### src/rtl/ldpm_pkg.sv
// ----------------------------------------------------------------------------
// ldpm_pkg
// Types and constants shared by the lens distortion point map pipeline.
// ----------------------------------------------------------------------------
package ldpm_pkg;

  localparam int FRAC     = 20;   // fraction bits of normalized values
  localparam int NORM_W   = 23;   // normalized coordinate, +-4.0 in Q.20
  localparam int COEF_W   = 24;   // Q8.16 coefficients
  localparam int CENTER_W = 14;
  localparam int FOCAL_W  = 16;
  localparam int MID_W    = 24;   // intermediate point after radial stage
  localparam int OUT_W    = 16;
  localparam int CFG_IDX_W = 4;

  typedef logic signed [NORM_W-1:0] norm_t;
  typedef logic signed [COEF_W-1:0] coef_t;
  typedef logic [CENTER_W-1:0]      center_t;
  typedef logic [FOCAL_W-1:0]       focal_t;
  typedef logic signed [MID_W-1:0]  mid_t;
  typedef logic signed [OUT_W-1:0]  out_t;

  localparam norm_t NORM_MAX = norm_t'((1 << (NORM_W - 1)) - 1);
  localparam norm_t NORM_MIN = norm_t'(1 << (NORM_W - 1));

  typedef enum logic [CFG_IDX_W-1:0] {
    REG_CENTER_X = 4'd0,
    REG_CENTER_Y = 4'd1,
    REG_FOCAL    = 4'd2,
    REG_K1       = 4'd3,
    REG_K2       = 4'd4,
    REG_K3       = 4'd5,
    REG_P1       = 4'd6,
    REG_P2       = 4'd7
  } cfg_reg_t;

  // camera model as seen by the datapath, focal length already nonzero
  typedef struct packed {
    center_t center_x;
    center_t center_y;
    focal_t  focal;
    coef_t   k1;
    coef_t   k2;
    coef_t   k3;
    coef_t   p1;
    coef_t   p2;
  } cam_t;

endpackage

### src/rtl/ldpm_norm.sv
// ----------------------------------------------------------------------------
// ldpm_norm
// Pipelined normalization of a point pair: n = round(d * 2^20 / f),
// one quotient bit per stage, saturated to the normalized range.
// ----------------------------------------------------------------------------
module ldpm_norm #(
  parameter int DW = 20
) (
  input  logic                  clk,
  input  logic                  rst,
  input  logic                  en,
  input  logic                  in_valid,
  input  logic                  in_clip,
  input  logic signed [DW-1:0]  dx,
  input  logic signed [DW-1:0]  dy,
  input  ldpm_pkg::focal_t      f,
  output logic                  out_valid,
  output logic                  out_clip,
  output ldpm_pkg::norm_t       nx,
  output ldpm_pkg::norm_t       ny
);
  import ldpm_pkg::*;

  localparam int NW = DW + FRAC + 1;
  localparam int QB = NORM_W;

  logic signed [DW-1:0] dsel [0:1];
  logic [DW-1:0]        mag  [0:1];
  logic [NW-1:0]        num  [0:1];
  logic                 pneg [0:1];
  logic                 pvld;
  logic                 pclp;

  logic [FOCAL_W-1:0] rem [0:QB][0:1];
  logic [QB-1:0]      low [0:QB][0:1];
  logic [QB-1:0]      quo [0:QB][0:1];
  logic               ovf [0:QB][0:1];
  logic               neg [0:QB][0:1];
  logic               vld [0:QB];
  logic               clp [0:QB];

  norm_t res [0:1];
  logic  sat [0:1];

  assign dsel[0] = dx;
  assign dsel[1] = dy;

  always_comb begin
    for (int c = 0; c < 2; c++) begin
      mag[c] = dsel[c][DW-1] ? DW'(-dsel[c]) : DW'(dsel[c]);
    end
  end

  // numerator with half divisor added for round to nearest
  always_ff @(posedge clk) begin
    if (rst) begin
      pvld <= 1'b0;
    end else if (en) begin
      pvld <= in_valid;
    end
    if (en) begin
      pclp <= in_clip;
      for (int c = 0; c < 2; c++) begin
        num[c]  <= NW'({mag[c], {FRAC{1'b0}}}) + NW'(f >> 1);
        pneg[c] <= dsel[c][DW-1];
      end
    end
  end

  // quotient at or above 2^23 is out of range anyway
  always_ff @(posedge clk) begin
    if (rst) begin
      vld[0] <= 1'b0;
    end else if (en) begin
      vld[0] <= pvld;
    end
    if (en) begin
      clp[0] <= pclp;
      for (int c = 0; c < 2; c++) begin
        ovf[0][c] <= num[c][NW-1:QB] >= (NW-QB)'(f);
        rem[0][c] <= num[c][QB+FOCAL_W-1:QB];
        low[0][c] <= num[c][QB-1:0];
        quo[0][c] <= '0;
        neg[0][c] <= pneg[c];
      end
    end
  end

  for (genvar k = 1; k <= QB; k++) begin : g_div
    logic [FOCAL_W:0] trial [0:1];
    logic             ge    [0:1];

    always_comb begin
      for (int c = 0; c < 2; c++) begin
        trial[c] = {rem[k-1][c], low[k-1][c][QB-1]};
        ge[c]    = trial[c] >= {1'b0, f};
      end
    end

    always_ff @(posedge clk) begin
      if (rst) begin
        vld[k] <= 1'b0;
      end else if (en) begin
        vld[k] <= vld[k-1];
      end
      if (en) begin
        clp[k] <= clp[k-1];
        for (int c = 0; c < 2; c++) begin
          rem[k][c] <= ge[c] ? FOCAL_W'(trial[c] - {1'b0, f}) : trial[c][FOCAL_W-1:0];
          low[k][c] <= low[k-1][c] << 1;
          quo[k][c] <= {quo[k-1][c][QB-2:0], ge[c]};
          ovf[k][c] <= ovf[k-1][c];
          neg[k][c] <= neg[k-1][c];
        end
      end
    end
  end

  always_comb begin
    for (int c = 0; c < 2; c++) begin
      if (neg[QB][c]) begin
        sat[c] = ovf[QB][c] || (quo[QB][c] > {1'b1, {(QB-1){1'b0}}});
        res[c] = sat[c] ? NORM_MIN : norm_t'(-quo[QB][c]);
      end else begin
        sat[c] = ovf[QB][c] || quo[QB][c][QB-1];
        res[c] = sat[c] ? NORM_MAX : norm_t'(quo[QB][c]);
      end
    end
  end

  always_ff @(posedge clk) begin
    if (rst) begin
      out_valid <= 1'b0;
    end else if (en) begin
      out_valid <= vld[QB];
    end
    if (en) begin
      out_clip <= clp[QB] | sat[0] | sat[1];
      nx       <= res[0];
      ny       <= res[1];
    end
  end

endmodule

### config.mk
export PLATFORM = sky130hd
export DESIGN_NAME = ldpm_norm
export DESIGN_NICKNAME = d
export VERILOG_FILES = /design/src/rtl/ldpm_pkg.sv /design/src/rtl/ldpm_norm.sv
export SDC_FILE = /design/constraint.sdc
export NUM_CORES = 2
export LEC_CHECK = 0
export ABC_AREA = 1
export BUFFER_PORTS_ARGS = -buffer_cell sky130_fd_sc_hd__buf_2
export CORE_UTILIZATION = 55
export CTS_CLUSTER_SIZE = 30
export DETAILED_ROUTE_END_ITERATION = 8
export HOLD_SLACK_MARGIN = 0.05
export PLACE_DENSITY = 0.73
export REMOVE_ABC_BUFFERS = 1
export SYNTH_ARGS = -nofsm -noshare
export SYNTH_HDL_FRONTEND = slang
export SYNTH_SLANG_ARGS = --single-unit
### constraint.sdc
create_clock -name clk -period 3.38 [get_ports clk]
set_clock_uncertainty 0.1 [all_clocks]
set_input_delay 0.507 -clock clk [delete_from_list [all_inputs] [get_ports clk]]
set_output_delay 0.507 -clock clk [all_outputs]
set_load 0.03 [all_outputs]
==> metrics <==
core area=205000 sq um; Synthesis Warnings=0; post-place setup slack=0.283 ns; CTS buffer count=193; Die Footprint=208000 sq um; Total GRT Usage=0.276; DRC viols=0; Core Rows=166; Initial Util=0.554; WL per Instance=16.9 um; Vias=90100; synthesis-to-layout area growth=11.1%; Slew HR=0.507; worst hold start=low[0][258]$_DFFE_PP_; Post-DP HPWL=212000 um; gpl congestion=0.967; chip width=457 um; setup TNS=0 ns; CP required=3.88 ns; Critical Path Slowest Stage Cell=dlygate4sd3_1; post-CTS sizing=0; Slew Limit Fails=0; DP Area=119000 sq um; most frequent cells in the layout=5491 x nand2_1, 2076 x inv_1, 1789 x edfxtp_1; worst hold path type=flip-flop to flip-flop; CP bufs+invs=5; Crit path arrival time=3.47 ns; IO Pins=109; commonest non-fill, non-tap cell in the layout=nand2_1; CP max FO=5; crit-path max cell delay=0.55 ns; hold path endpoint=low[0][305]$_DFFE_PP_; Startpoint Class=primary input; Final Cycle Share=0.878; synthesis-stage register bit count=1791; Reg clk slew, reported paths=0.06 ns; sequential share of the synthesized area=0.473; total power=109 mW; FF-to-FF End=rem[1][222]$_DFFE_PP_; post-CTS setup buffer count=0; largest net degree at the start of global routing=108; post-synth cell types=54; Final WS setup=0.411 ns; WHS Path Cells=0; Post-synth EDFFs=1789; H-tree levels=4; Syn Inst Count=13800; proportion of layout cells with a drive suffix above 1=0.0660; PD cells=867 nW/um^2; unrepaired setup endpoints after global routing=no; reg2reg setup slack=0.75 ns; TritonCTS clock tree=done; status=completed; hold_ws=0.282 ns; CTS Buffer Depth=3; average cell area after synthesis=8.21 sq um; post-layout min period=2.97 ns; final antenna-violating net count=0; Overflow after GRT=0; Avg Vias per Cell=5.26; maximum VDD drop=596 uV; ys flop type=edfxtp_1; Clock Latency Late Sink=0.88 ns; worst path cell trace=dlygate4sd3_1, buf_2, inv_1, ha_1, nand3_1, nor2_1, nand3_1, nand2_1, o21ai_0, nand2_1, dlygate4sd3_1, nand2_1, dlygate4sd3_1; worst reg2reg path depth=10; DRT Wirelength=290000 um; first-pass GRT wire length=456000 um; Die Ht=457 um; Fin. Hold Viols=0; initial antenna violation count=2; drt first pass iters=7; worst-margin pin slew=0.738 ns; root buf cell=clkbuf_16; R2R Path Start=rem[1][181]$_DFFE_PP_; WS Path Type=primary input to flip-flop; Static Leak=62.2 nW; final setup fails=0; final instance area=126000 sq um; kind of end point of the critical path=flip-flop; Critical Path Start=dy[1]; Peak Freq=337 MHz; Sink Count=1791; Max-Cap Viols=0; nets@finish=15100; cell family with most CP delay=buffers and inverters; ys async rst share=0; 1st-iter DRT viols=7358; number of port buffers=108; Post-Syn Area=114000 sq um; number of global-route vias before repair=84500
-- layer usage --
metal,vias to the layer above,wire [um],global-route usage
li1,45700,-,-
met1,41100,124000,0.361
met2,2617,139000,0.475
met3,581,16300,0.0320
met4,2,10300,0.0923
met5,-,16,0
-- Yosys cell counts (7+ instances only) --
| master | number | share of area |
|---|---|---|
| nand2_4 | 38 | 0.0038 |
| inv_4 | 7 | 0.00039 |
| edfxtp_1 | 1789 | 0.47 |
| nand2_1 | 5491 | 0.18 |
| clkbuf_2 | 8 | 0.00035 |
| o21bai_1 | 25 | 0.0017 |
| clkbuf_1 | 13 | 0.00043 |
| nand3_2 | 33 | 0.0029 |
| and3_1 | 8 | 0.00044 |
| or2_2 | 27 | 0.0015 |
| and2_1 | 28 | 0.0015 |
| nor2_2 | 42 | 0.0023 |
| nand3b_1 | 120 | 0.0079 |
| nand2_2 | 69 | 0.0038 |
| nor2_4 | 27 | 0.0027 |
| buf_6 | 55 | 0.0055 |
| nand4_1 | 195 | 0.011 |
| or2_0 | 12 | 0.00066 |
| nor2_1 | 639 | 0.021 |
| inv_2 | 20 | 0.00066 |
| inv_1 | 2092 | 0.069 |
| o21ai_0 | 113 | 0.0050 |
| fa_1 | 44 | 0.0078 |
| xor2_1 | 259 | 0.020 |
| a21oi_1 | 420 | 0.018 |
| buf_4 | 30 | 0.0020 |
| o21a_1 | 23 | 0.0015 |
| o21ai_1 | 17 | 0.00075 |
| nor4_1 | 16 | 0.00088 |
| xnor2_1 | 78 | 0.0060 |
| nor3_1 | 161 | 0.0071 |
| nand3_1 | 1064 | 0.047 |
| ha_1 | 757 | 0.083 |
| o21ai_2 | 10 | 0.00077 |
| buf_2 | 57 | 0.0025 |
-- repair_timing --
item                       4_1_cts  5_1_grt
setup endpoints to repair        0        0
hold buffers                    70        0
hold endpoints to repair        69        0
-- stage by stage --
stage | instances | utilization
floorplan | 13700 | -
global placement | 16700 | 0.580
detailed placement | 16700 | 0.580
CTS | 17100 | 0.616
global route | 17100 | 0.616
finish | 17100 | 0.616
-- sequential cells by signal, indices dropped and copies added (netlist names), 2 cells and up --
signal and count:
low 252, clp 24, quo 552, vld 24, ovf 48, ny 23
nx 23, rem 736, num 55, pneg 2, neg 48
-- cell families after synthesis --
group,synth area share
adders and majority gates,0.0911
xor gates and xnor gates,0.0260
AOI/OAI and AO/OA,0.0289
DFF,0.473
buffers and inverters,0.0819
and+or+nand+nor,0.299
-- final cells by class --
type                            count  area, sq um
Clock inverter                    132         1690
Inverter                         2119         8010
Tap cell                         2688         3360
Antenna cell                        1         2.50
Timing Repair Buffer              411         3860
Sequential cell                  1791        53800
Clock buffer                      222         4970
Fill cell                       17700        78800
Multi-Input combinational cell   9755        50600
-- report_power, final --
part	switching (mW)	total, mW	internal, mW
Sequential	4.08	36.6	32.6
Clock	9.30	22.0	12.7
Combinational	33.0	50.8	17.8
-- worst max path at each step --
stage | depth (start not counted) | to
after floorplan | 11 | rem[1][248]$_DFFE_PP_
after global placement | 15 | rem[2][47]$_DFFE_PP_
after detailed placement | 15 | rem[1][222]$_DFFE_PP_
after CTS | 13 | num[0][77]$_DFFE_PP_
after global routing | 13 | num[0][77]$_DFFE_PP_
final | 13 | num[0][77]$_DFFE_PP_
No activity file was read; power rests on OpenSTA's default activity.
